==> src/rtl/core/durs_pkg.sv <==
// Shared types and constants for the dual ultrasonic ranging sequencer.
`timescale 1ns / 1ps

package durs_pkg;

    typedef enum logic [2:0] {
        PH_LTRIG_LOW  = 3'd0,
        PH_LTRIG_HIGH = 3'd1,
        PH_LWAIT      = 3'd2,
        PH_LGAP       = 3'd3,
        PH_RTRIG_LOW  = 3'd4,
        PH_RTRIG_HIGH = 3'd5,
        PH_RWAIT      = 3'd6,
        PH_RGAP       = 3'd7
    } phase_t;

    typedef enum logic [1:0] {
        REG_ECHO_TIMEOUT = 2'd0,
        REG_GAP          = 2'd1,
        REG_TRIG_HIGH    = 2'd2,
        REG_SCALE        = 2'd3
    } reg_idx_t;

    localparam int          SCALE_FRAC       = 14;
    localparam int          RANGE_W          = 15;
    localparam int          RANGE_MAX        = 16383;
    localparam logic [16:0] TRIG_LOW_TICKS   = 17'd2;

    localparam logic [15:0] ECHO_TIMEOUT_RST = 16'd28000;
    localparam logic [15:0] GAP_RST          = 16'd30000;
    localparam logic [7:0]  TRIG_HIGH_RST    = 8'd10;
    localparam logic [13:0] SCALE_RST        = 14'd2785;

endpackage

==> src/rtl/core/dual_ultrasonic_ranging_sequencer.sv <==
// Dual ultrasonic ranging sequencer: trigger sequencing, echo timing and range scaling.
`timescale 1ns / 1ps

// One input transaction is one microsecond tick of the two echo levels and produces exactly
// one output transaction with both trigger levels, the latest left and right ranges in mm
// (-1 when no echo) and flags marking the tick on which a range was rewritten. The block
// takes one tick per clock cycle and registers each result; while a result waits the input
// stalls, and a new tick enters in the same cycle that the waiting result is taken. The
// sensors fire alternately: trigger low for 2 ticks, high for trigger_high_ticks, wait up
// to echo_timeout_ticks for a complete echo pulse, then stay quiet for gap_ticks. Range is
// (width * scale_q14) >> 14, capped at 16383.
// Write the registers only while no transaction is in flight.
module dual_ultrasonic_ranging_sequencer #(
    parameter int COUNT_BITS = 16
) (
    input  logic        aclk,
    input  logic        aresetn,
    input  logic        s_tvalid,
    output logic        s_tready,
    // [0] left_echo, [1] right_echo, [7:2] zero
    input  logic [7:0]  s_tdata,
    output logic        m_tvalid,
    input  logic        m_tready,
    // [0] left_trigger, [1] right_trigger, [16:2] left_range_mm, [31:17] right_range_mm,
    // [32] left_updated, [33] right_updated, [39:34] zero
    output logic [39:0] m_tdata,
    input  logic        psel,
    input  logic        penable,
    input  logic        pwrite,
    input  logic [3:0]  paddr,
    input  logic [31:0] pwdata,
    output logic [31:0] prdata,
    output logic        pready
);
    import durs_pkg::*;

    localparam int PROD_W = COUNT_BITS + SCALE_FRAC;
    localparam int MM_W   = (COUNT_BITS > RANGE_W) ? COUNT_BITS : RANGE_W;
    localparam logic [COUNT_BITS-1:0] COUNT_MAX = {COUNT_BITS{1'b1}};

    typedef struct packed {
        logic                  prev;
        logic [COUNT_BITS-1:0] high;
        logic [COUNT_BITS-1:0] width;
        logic                  ready;
    } echo_t;

    function automatic echo_t echo_step(echo_t s, logic level);
        echo_t r;
        r = s;
        if (level && !s.prev) begin
            r.high = COUNT_BITS'(1);
        end else if (level && s.prev) begin
            if (s.high != COUNT_MAX) begin
                r.high = s.high + COUNT_BITS'(1);
            end
        end else if (!level && s.prev) begin
            r.width = s.high;
            r.ready = 1'b1;
        end
        r.prev = level;
        return r;
    endfunction

    logic [15:0] echo_timeout_reg;
    logic [15:0] gap_reg;
    logic [7:0]  trig_high_reg;
    logic [13:0] scale_reg;

    phase_t      phase_reg, phase_next;
    logic [15:0] timer_reg, timer_next;
    echo_t       l_echo_reg, l_echo_next, r_echo_reg, r_echo_next;
    echo_t       l_echo_e, r_echo_e;
    logic signed [RANGE_W-1:0] l_range_reg, l_range_next, r_range_reg, r_range_next;

    logic        m_tvalid_reg;
    logic [39:0] m_tdata_reg;

    logic                  s_fire;
    logic                  cfg_wr;
    reg_idx_t              reg_idx;
    logic [16:0]           timer_inc;
    logic                  timeout_hit;
    logic [COUNT_BITS-1:0] wait_width;
    logic [PROD_W-1:0]     product;
    logic [MM_W-1:0]       mm_ext;
    logic [RANGE_W-1:0]    range_val;
    logic                  l_trig, r_trig, l_upd, r_upd;

    assign s_tready = !m_tvalid_reg || m_tready;
    assign s_fire   = s_tvalid && s_tready;
    assign m_tvalid = m_tvalid_reg;
    assign m_tdata  = m_tdata_reg;

    assign pready  = 1'b1;
    assign cfg_wr  = psel && penable && pwrite && pready;
    assign reg_idx = reg_idx_t'(paddr[3:2]);

    always_comb begin
        unique case (reg_idx)
            REG_ECHO_TIMEOUT: prdata = {16'd0, echo_timeout_reg};
            REG_GAP:          prdata = {16'd0, gap_reg};
            REG_TRIG_HIGH:    prdata = {24'd0, trig_high_reg};
            REG_SCALE:        prdata = {18'd0, scale_reg};
        endcase
    end

    assign l_echo_e    = echo_step(l_echo_reg, s_tdata[0]);
    assign r_echo_e    = echo_step(r_echo_reg, s_tdata[1]);
    assign timer_inc   = {1'b0, timer_reg} + 17'd1;
    assign timeout_hit = timer_inc >= {1'b0, echo_timeout_reg};
    assign wait_width  = (phase_reg == PH_RWAIT) ? r_echo_e.width : l_echo_e.width;
    assign product     = PROD_W'(wait_width) * PROD_W'(scale_reg);
    assign mm_ext      = MM_W'(product[PROD_W-1:SCALE_FRAC]);
    assign range_val   = (mm_ext > MM_W'(RANGE_MAX)) ? RANGE_W'(RANGE_MAX)
                                                     : mm_ext[RANGE_W-1:0];

    always_comb begin
        phase_next   = phase_reg;
        timer_next   = timer_inc[15:0];
        l_echo_next  = l_echo_e;
        r_echo_next  = r_echo_e;
        l_range_next = l_range_reg;
        r_range_next = r_range_reg;
        unique case (phase_reg)
            PH_LTRIG_LOW: begin
                l_echo_next.ready = 1'b0;
                if (timer_inc >= TRIG_LOW_TICKS) begin
                    phase_next = PH_LTRIG_HIGH;
                    timer_next = '0;
                end
            end
            PH_LTRIG_HIGH: begin
                if (timer_inc >= {9'd0, trig_high_reg}) begin
                    phase_next = PH_LWAIT;
                    timer_next = '0;
                end
            end
            PH_LWAIT: begin
                if (l_echo_e.ready) begin
                    l_range_next      = range_val;
                    l_echo_next.ready = 1'b0;
                    phase_next        = PH_LGAP;
                    timer_next        = '0;
                end else if (timeout_hit) begin
                    l_range_next = '1;
                    phase_next   = PH_LGAP;
                    timer_next   = '0;
                end
            end
            PH_LGAP: begin
                if (timer_inc >= {1'b0, gap_reg}) begin
                    phase_next = PH_RTRIG_LOW;
                    timer_next = '0;
                end
            end
            PH_RTRIG_LOW: begin
                r_echo_next.ready = 1'b0;
                if (timer_inc >= TRIG_LOW_TICKS) begin
                    phase_next = PH_RTRIG_HIGH;
                    timer_next = '0;
                end
            end
            PH_RTRIG_HIGH: begin
                if (timer_inc >= {9'd0, trig_high_reg}) begin
                    phase_next = PH_RWAIT;
                    timer_next = '0;
                end
            end
            PH_RWAIT: begin
                if (r_echo_e.ready) begin
                    r_range_next      = range_val;
                    r_echo_next.ready = 1'b0;
                    phase_next        = PH_RGAP;
                    timer_next        = '0;
                end else if (timeout_hit) begin
                    r_range_next = '1;
                    phase_next   = PH_RGAP;
                    timer_next   = '0;
                end
            end
            PH_RGAP: begin
                if (timer_inc >= {1'b0, gap_reg}) begin
                    phase_next = PH_LTRIG_LOW;
                    timer_next = '0;
                end
            end
        endcase
    end

    always_comb begin
        l_trig = (phase_reg == PH_LTRIG_HIGH);
        r_trig = (phase_reg == PH_RTRIG_HIGH);
        l_upd  = (phase_reg == PH_LWAIT) && (l_echo_e.ready || timeout_hit);
        r_upd  = (phase_reg == PH_RWAIT) && (r_echo_e.ready || timeout_hit);
    end

    always_ff @(posedge aclk) begin
        if (!aresetn) begin
            echo_timeout_reg <= ECHO_TIMEOUT_RST;
            gap_reg          <= GAP_RST;
            trig_high_reg    <= TRIG_HIGH_RST;
            scale_reg        <= SCALE_RST;
            phase_reg        <= PH_LTRIG_LOW;
            timer_reg        <= '0;
            l_echo_reg       <= '0;
            r_echo_reg       <= '0;
            l_range_reg      <= '1;
            r_range_reg      <= '1;
            m_tvalid_reg     <= 1'b0;
        end else begin
            if (cfg_wr) begin
                unique case (reg_idx)
                    REG_ECHO_TIMEOUT: echo_timeout_reg <= pwdata[15:0];
                    REG_GAP:          gap_reg          <= pwdata[15:0];
                    REG_TRIG_HIGH:    trig_high_reg    <= pwdata[7:0];
                    REG_SCALE:        scale_reg        <= pwdata[13:0];
                endcase
            end
            if (s_fire) begin
                phase_reg   <= phase_next;
                timer_reg   <= timer_next;
                l_echo_reg  <= l_echo_next;
                r_echo_reg  <= r_echo_next;
                l_range_reg <= l_range_next;
                r_range_reg <= r_range_next;
            end
            if (s_tready) begin
                m_tvalid_reg <= s_tvalid;
            end
        end
    end

    always_ff @(posedge aclk) begin
        if (s_fire) begin
            m_tdata_reg <= {6'd0, r_upd, l_upd, r_range_next, l_range_next, r_trig, l_trig};
        end
    end

    a_one_trigger: assert property (@(posedge aclk) disable iff (!aresetn)
        m_tvalid |-> !(m_tdata[0] && m_tdata[1]))
        else $error("both triggers high in one transaction");

    a_one_update: assert property (@(posedge aclk) disable iff (!aresetn)
        m_tvalid |-> !(m_tdata[32] && m_tdata[33]))
        else $error("both ranges rewritten in one transaction");

    a_left_to_gap: assert property (@(posedge aclk) disable iff (!aresetn)
        (s_fire && l_upd) |=> (phase_reg == PH_LGAP) && (timer_reg == '0))
        else $error("left measurement did not enter gap");

    a_right_to_gap: assert property (@(posedge aclk) disable iff (!aresetn)
        (s_fire && r_upd) |=> (phase_reg == PH_RGAP) && (timer_reg == '0))
        else $error("right measurement did not enter gap");

    a_trig_low_len: assert property (@(posedge aclk) disable iff (!aresetn)
        (phase_reg == PH_LTRIG_LOW || phase_reg == PH_RTRIG_LOW) |-> (timer_reg < 16'd2))
        else $error("trigger low phase overran");

endmodule
==> config.mk <==
export PLATFORM = sky130hd
export DESIGN_NAME = dual_ultrasonic_ranging_sequencer
export DESIGN_NICKNAME = d
export VERILOG_FILES = /design/src/rtl/core/durs_pkg.sv /design/src/rtl/core/dual_ultrasonic_ranging_sequencer.sv
export SDC_FILE = /design/constraint.sdc
export NUM_CORES = 1
export LEC_CHECK = 0
export BUFFER_PORTS_ARGS = -buffer_cell sky130_fd_sc_hd__buf_4
export CAP_MARGIN = 20
export CORE_UTILIZATION = 66
export DETAILED_ROUTE_END_ITERATION = 12
export PLACE_DENSITY = 0.88
export SYNTH_ARGS = -nofsm -noshare
export SYNTH_HDL_FRONTEND = slang
export SYNTH_SLANG_ARGS = --single-unit
==> constraint.sdc <==
create_clock -name aclk -period 15.65 [get_ports aclk]
set_clock_uncertainty 0.1 [all_clocks]
set_input_delay 0 -clock aclk [delete_from_list [all_inputs] [get_ports aclk]]
set_output_delay 0 -clock aclk [all_outputs]
set_load 0.05 [all_outputs]
* Word level (Yosys, flattened, before mapping)
Index checks and enable logic that the tools add are counted.
Storage, ports and cells: register bits 206, latch bits 0, RAM bits 0, bits in read-only memories 0, input port bits 51, output and inout port bits 75, memories 0
Operators by class: add/subtract/negate cells 3, multipliers 1, div/mod/pow operators 0, magnitude comparators 5, equality and inequality tests 20, shifts and indexed selects 0, muxes and demuxes 41, bitwise gates (word level) 0, reduce and logical (&&, ||, !) cells 37
Operator list (count):
- $mux W16 | 13
- $pmux W32 S4 | 1
- $mux W15 | 7
- $mux W17 | 6
- $pmux W16 S5 | 1
- $ge A17 B16 Y1 | 2
- $add A16 B1 Y16 const B | 2
- $ne A16 B16 Y1 const B | 2
- $mul A16 B14 Y30 | 1
- $mux W3 | 10
- $pmux W3 S8 | 1
- $add A16 B1 Y17 const B | 1
- $ge A17 B2 Y1 const B | 1
- $ge A17 B8 Y1 | 1
- $gt A16 B14 Y1 const B | 1
- $eq A3 B3 Y1 const B | 4
- $logic_and A1 B1 Y1 | 11
- $reduce_or A2 Y1 | 5
- $reduce_and A9 Y1 | 1
- $ne A2 B2 Y1 const B | 4
- $reduce_and A2 Y1 | 4
- $reduce_bool A2 Y1 | 4
- $eq A3 B2 Y1 const B | 2
- $ne A3 B3 Y1 const B | 2
- 10 further kinds | 20

* Longest topological paths before layout
depth after elaboration 11, depth in mapped cells 30, gate-level depth less buffers 26

* Worst setup path after synthesis
OpenSTA, ideal clock, no wires.
path kind register -> register, start point register phase_reg[0], end point register m_tdata_reg[10] (netlist: m_tdata[10]) (data pin), arrival 7.311 ns, data required time 15.294 ns, setup slack 7.983 ns, cell stages (with the launch flop) 30, path buffers 5, period minus slack after synthesis 7.667 ns, path through dfxtp_1 -> clkbuf_1 -> nand3b_1 -> buf_1 -> clkbuf_1 -> a31oi_1 -> clkbuf_1 -> and2_1 -> fa_1 -> inv_1 -> fa_1 -> inv_1 -> fa_1 -> inv_1 -> fa_1 -> inv_1 -> fa_1 -> inv_1 -> fa_1 -> inv_1 -> ha_1 -> a21oi_1 -> o22ai_1 -> o311ai_0 -> o31ai_1 -> a21oi_1 -> and3_1 -> a21oi_2 -> buf_2 -> o22a_1
Between the ends: word-level cells in the longest chain between the ends 7, elaborated cells on any way between the ends 8, classes of those cells 1 x mul; 1 x order compare; 2 x eq/ne; 4 x mux
Ends and longest elaborated chain:
- start, declared | RTL line dual_ultrasonic_ranging_sequencer.sv:70 | phase_t phase_reg, phase_next;
- start signal, assigned | RTL line dual_ultrasonic_ranging_sequencer.sv:221 | phase_reg <= phase_next;
- $eq A3 B3 Y1 | RTL line dual_ultrasonic_ranging_sequencer.sv:112 | assign wait_width = (phase_reg == PH_RWAIT) ? r_echo_e.width : l_echo_e.width;
- $mux W16 | RTL line dual_ultrasonic_ranging_sequencer.sv:112
- $mul A16 B14 Y30 | RTL line dual_ultrasonic_ranging_sequencer.sv:113 | assign product = PROD_W'(wait_width) * PROD_W'(scale_reg);
- $gt A16 B14 Y1 | RTL line dual_ultrasonic_ranging_sequencer.sv:115 | assign range_val = (mm_ext > MM_W'(RANGE_MAX)) ? RANGE_W'(RANGE_MAX)
- $mux W15 | RTL line dual_ultrasonic_ranging_sequencer.sv:115
- $mux W15 | RTL line dual_ultrasonic_ranging_sequencer.sv:140 | if (l_echo_e.ready) begin
- $mux W15 * | RTL line dual_ultrasonic_ranging_sequencer.sv:125 | unique case (phase_reg)
- named net l_range_next[8] | RTL line dual_ultrasonic_ranging_sequencer.sv:74 | logic signed [RANGE_W-1:0] l_range_reg, l_range_next, r_range_reg, r_range_next;
- end signal, assigned | RTL line dual_ultrasonic_ranging_sequencer.sv:236 | m_tdata_reg <= {6'd0, r_upd, l_upd, r_range_next, l_range_next, r_trig, l_trig};
- end, declared | RTL line dual_ultrasonic_ranging_sequencer.sv:77 | logic [39:0] m_tdata_reg;
Mark *: on every way through the listed nets, which the timed path passes. The rest lies on a longest branch. A chain may end at the register's enable or synchronous reset.

* Final worst setup path
start point register r_echo_reg[33] (netlist bit), end point register l_range_reg[7]
Between the ends: word-level cells in the longest chain between the ends 10, elaborated cells on any way between the ends 13, classes of those cells 1 x mul; 1 x order compare; 7 x mux; 4 x reduce/logical
Ends and longest elaborated chain:
- start, declared | RTL line dual_ultrasonic_ranging_sequencer.sv:72 | echo_t l_echo_reg, l_echo_next, r_echo_reg, r_echo_next;
- start signal, assigned | RTL line dual_ultrasonic_ranging_sequencer.sv:224 | r_echo_reg <= r_echo_next;
- $logic_and A1 B1 Y1 | RTL line dual_ultrasonic_ranging_sequencer.sv:57 | end else if (!level && s.prev) begin
- $mux W17 | RTL line dual_ultrasonic_ranging_sequencer.sv:57
- $mux W17 | RTL line dual_ultrasonic_ranging_sequencer.sv:53 | end else if (level && s.prev) begin
- $mux W17 * | RTL line dual_ultrasonic_ranging_sequencer.sv:51 | if (level && !s.prev) begin
- $mux W16 * | RTL line dual_ultrasonic_ranging_sequencer.sv:112
- $mul A16 B14 Y30 * | RTL line dual_ultrasonic_ranging_sequencer.sv:113
- $gt A16 B14 Y1 | RTL line dual_ultrasonic_ranging_sequencer.sv:115
- $mux W15 * | RTL line dual_ultrasonic_ranging_sequencer.sv:115
- $mux W15 * | RTL line dual_ultrasonic_ranging_sequencer.sv:140
- $mux W15 * | RTL line dual_ultrasonic_ranging_sequencer.sv:125
- end signal, assigned | RTL line dual_ultrasonic_ranging_sequencer.sv:225 | l_range_reg <= l_range_next;
- end, declared | RTL line dual_ultrasonic_ranging_sequencer.sv:74
Every way passes the cells marked *; elsewhere a longest branch is shown, timed or not.

==> key figures <==
Worst hold path
  – Hold depth: 4
  – Hold WC Path Type: input port to flop

Drt
  – Drt pass-1 iters: 6
  – DR vias: 15,424
  – DRT antenna net count: 0
  – Vias per inst: 6.342
  – Initial DRC count: 1,523
  – WL final: 48.35 mm
  – DRC: 0
  – Routed length per instance: 19.88 um

STA
  – Minimum clock period: 8.843 ns
  – Fmax: 113.1 MHz
  – Worst slew margin: 0.2704
  – Endpoints failing hold: 0
  – Max-slew violations: 0
  – WHS: 0.09362 ns
  – Worst Tran Pin Value: 1.092 ns
  – Setup violations, final: 0
  – RSZ-0062 raised after global routing: false
  – Tcrit/Tclk final: 0.5650
  – Fin Setup TNS: 0 ns

Floorplan
  – Starting Density: 0.6794
  – DIE WIDTH: 166.7 um
  – # rows: 59
  – Die Y: 166.7 um
  – # IOs: 126
  – Core Box Area: 0.02635 mm2
  – Die ar.: 0.02779 mm2

Power
  – Leak Pwr: 9.064 nW
  – Switching part of the total: 0.2796
  – PD cells: 65.07 mW/mm2
  – Gate power share: 0.135
  – Net switching power: 0.3570 mW
  – Share of power burned in registers: 0.442
  – Clock share of power: 0.423
  – Cell Int Power: 0.9199 mW
  – Max VDD drop: 0.1122 mV

Cells and area
  – Final core utilization: 0.7446
  – FF+latch area: 0.004464 mm2
  – Antenna diodes: 0
  – Layout cells sized above 1: 0.08774
  – Commonest non-fill, non-tap cell in the layout: nand2_1
  – Fill count: 1,756
  – Footprint of the multi-input gates: 0.01204 mm2
  – Area Growth Syn to Fin: 9.587%
  – Nets: 2,431
  – Most frequent cells in the layout: nand2_1, inv_1, dfxtp_1, fa_1, ha_1

Clocking
  – Hold buffer count at cts: 31
  – H-tree Lvls: 1
  – Number of setup buffers added after CTS: 0
  – CTS sink cnt: 206
  – TritonCTS clock tree: done
  – Clock root cell: clkbuf_16
  – CTS Buf Count: 23
  – CTS max path bufs: 3
  – Clk_lat worst skew: 0.54 ns
  – Worst-path clk slew: 0.06 ns
  – Post-CTS resize count: 0

Synthesis
  – Cell area after synthesis: 0.01791 mm2
  – Distinct cell type count after synthesis: 88
  – XOR/XNOR Fraction of Synth Area: 0.03130
  – Synth Area in Compound Gates: 0.1316
  – Register area share after synthesis: 0.2493
  – Post-Syn Area per Cell: 8.803 um2
  – Post-synthesis mux area share: 0.03186
  – Largest family of logic cells by synthesized area: adder cells
  – Synth Area in Adders: 0.2784
  – Post-Syn Instances: 2,034
  – Simple-Gate Fraction of Synth Area: 0.1924
  – Ys async rst share: 0
  – Most used DFF post-synth: dfxtp_1
  – Synth Warn #: 0
  – Post-synthesis register bit count: 206
  – Number of flops mapped to enable cells by yosys: 34

Setup path
  – Crit path largest cell delay: 0.82 ns
  – CP Launch Type: flop
  – Critical-path maximum fanout: 37
  – Worst path slowest cell: a21oi_1
  – Kind of critical path: flop to flop
  – CP most frequent cell: fa_1
  – Data arrival time of the critical path: 9.20 ns
  – CP endpoint kind: flop
  – Critical path cell sequence: nor2b_2, buf_4, a211oi_1, a31oi_2, nand2_1, fa_1, fa_1, inv_1, fa_1, fa_1, fa_1, inv_1, fa_1, inv_1, ha_1, and3_1, and2_1, nand3_1, o31ai_1, a21oi_1, and3_1, a21oi_1, o22a_1
  – CP required: 16.01 ns
  – Reg2reg path depth: 23

Global routing
  – GRT Total Usage: 0.3541
  – First-pass GRT wire length: 79.03 mm
  – Grt ovf: 0
  – Initial antenna violation count: 0
  – Vias in the first global route: 15,839
  – Largest net degree at the start of global routing: 52

Place
  – Port bufs: 78
  – DPL Wire Length: 34.67 mm
  – Routability cong.: 0.9278

Run status
  – Status: completed

Job
  – # Max-Cap Violations: 0
synthesized netlist by cell type, types with 6 or more instances:
master	count	area, um2
nand3_1	39	195.2
nor2_1	106	397.9
buf_1	10	37.54
ha_1	136	1702
o21bai_1	7	52.55
o31ai_1	6	45.04
a31oi_1	23	143.9
edfxtp_1	34	1021
o211ai_1	19	142.6
a211oi_1	20	150.1
dfxtp_1	172	3443
a211o_1	8	70.07
clkbuf_1	73	274.0
nand4_1	19	118.9
nor3_1	18	90.09
buf_2	18	90.09
xor2_1	32	280.3
a21o_1	14	105.1
buf_4	26	195.2
o21ai_0	34	170.2
and3_1	30	187.7
inv_1	240	900.9
o22a_1	44	385.4
nand2_1	318	1194
fa_1	164	3283
or3_1	13	81.33
mux4_2	8	180.2
nand2b_1	9	56.30
and4_1	11	96.34
nor2b_1	20	125.1
a2bb2oi_1	12	105.1
mux2i_1	39	390.4
and2_1	92	575.6
a21oi_1	94	470.5
xnor2_1	32	280.3
kinds of logic (layout without fill, tap and decap cells):
kind of cell | count (synthesis) | after routing
AND/OR/NAND/NOR | 712 | 712
buffers and inverters | 370 | 412
AO/OA/AOI/OAI | 333 | 333
adder cells (fa/ha/maj) | 300 | 300
flip-flops | 206 | 206
XOR/XNOR | 64 | 64
multiplexers | 47 | 47
other | 2 | 23
worst paths after layout:
kind	from	endpoint	slack [ns]
setup reg to reg	r_echo_reg[33]$_SDFFE_PN0P_	l_range_reg[7]$_SDFFE_PN1P_	6.81
hold / removal	m_tready	r_echo_reg[33]$_SDFFE_PN0P_	0.09
hold reg to reg	l_echo_reg[5]$_SDFFE_PN0P_	l_echo_reg[5]$_SDFFE_PN0P_	0.35
setup / recovery	r_echo_reg[33]$_SDFFE_PN0P_	l_range_reg[7]$_SDFFE_PN1P_	6.81
cell type report:
| type | count | area share |
|---|---|---|
| multi-input combinational | 1479 | 0.6133 |
| sequential | 206 | 0.2275 |
| timing repair buffer | 129 | 0.05331 |
| inverter | 241 | 0.04610 |
| clock buffer | 34 | 0.03399 |
| tap | 335 | 0.02136 |
| clock inverter | 8 | 0.004400 |
worst max-delay path, delay by kind of cell (launching register included):
kind	cells	cell delay, ns
fa+ha+maj	7	3.47
buf+inv	4	0.54
flops	1	0.46
simple gates	6	1.24
compound gates	6	2.93
per-layer routing:
| layer | up-vias | track usage | wire (um) |
|---|---|---|---|
| met2 | 858 | 0.6047 | 23760 |
| met5 | - | 0 | 0 |
| met3 | 163 | 0.05442 | 4238 |
| li1 | 6828 | - | - |
| met1 | 7575 | 0.4396 | 18160 |
| met4 | 0 | 0.1711 | 2201 |
power by group through the flow:
stage | registers [mW] | logic [mW] | clock network, mW
global route | 0.564 | 0.184 | 0.565
CTS | 0.563 | 0.168 | 0.541
global placement | 0.573 | 0.158 | 0
detailed placement | 0.574 | 0.161 | 0
finish | 0.564 | 0.173 | 0.540
floorplan | 0.570 | 0.124 | 0
metrics by stage:
step	total power [mW]	area [um2]	setup WS, ns	cells
detailed placement	0.7353	18560	7.054	2359
floorplan	0.6947	17980	7.983	2055
CTS	1.272	19620	7.031	2432
global route	1.313	19620	6.426	2432
finish	1.277	19620	6.807	2432
global placement	0.7313	18560	7.312	2359
Note: power is estimated with default switching activity, not from simulation.
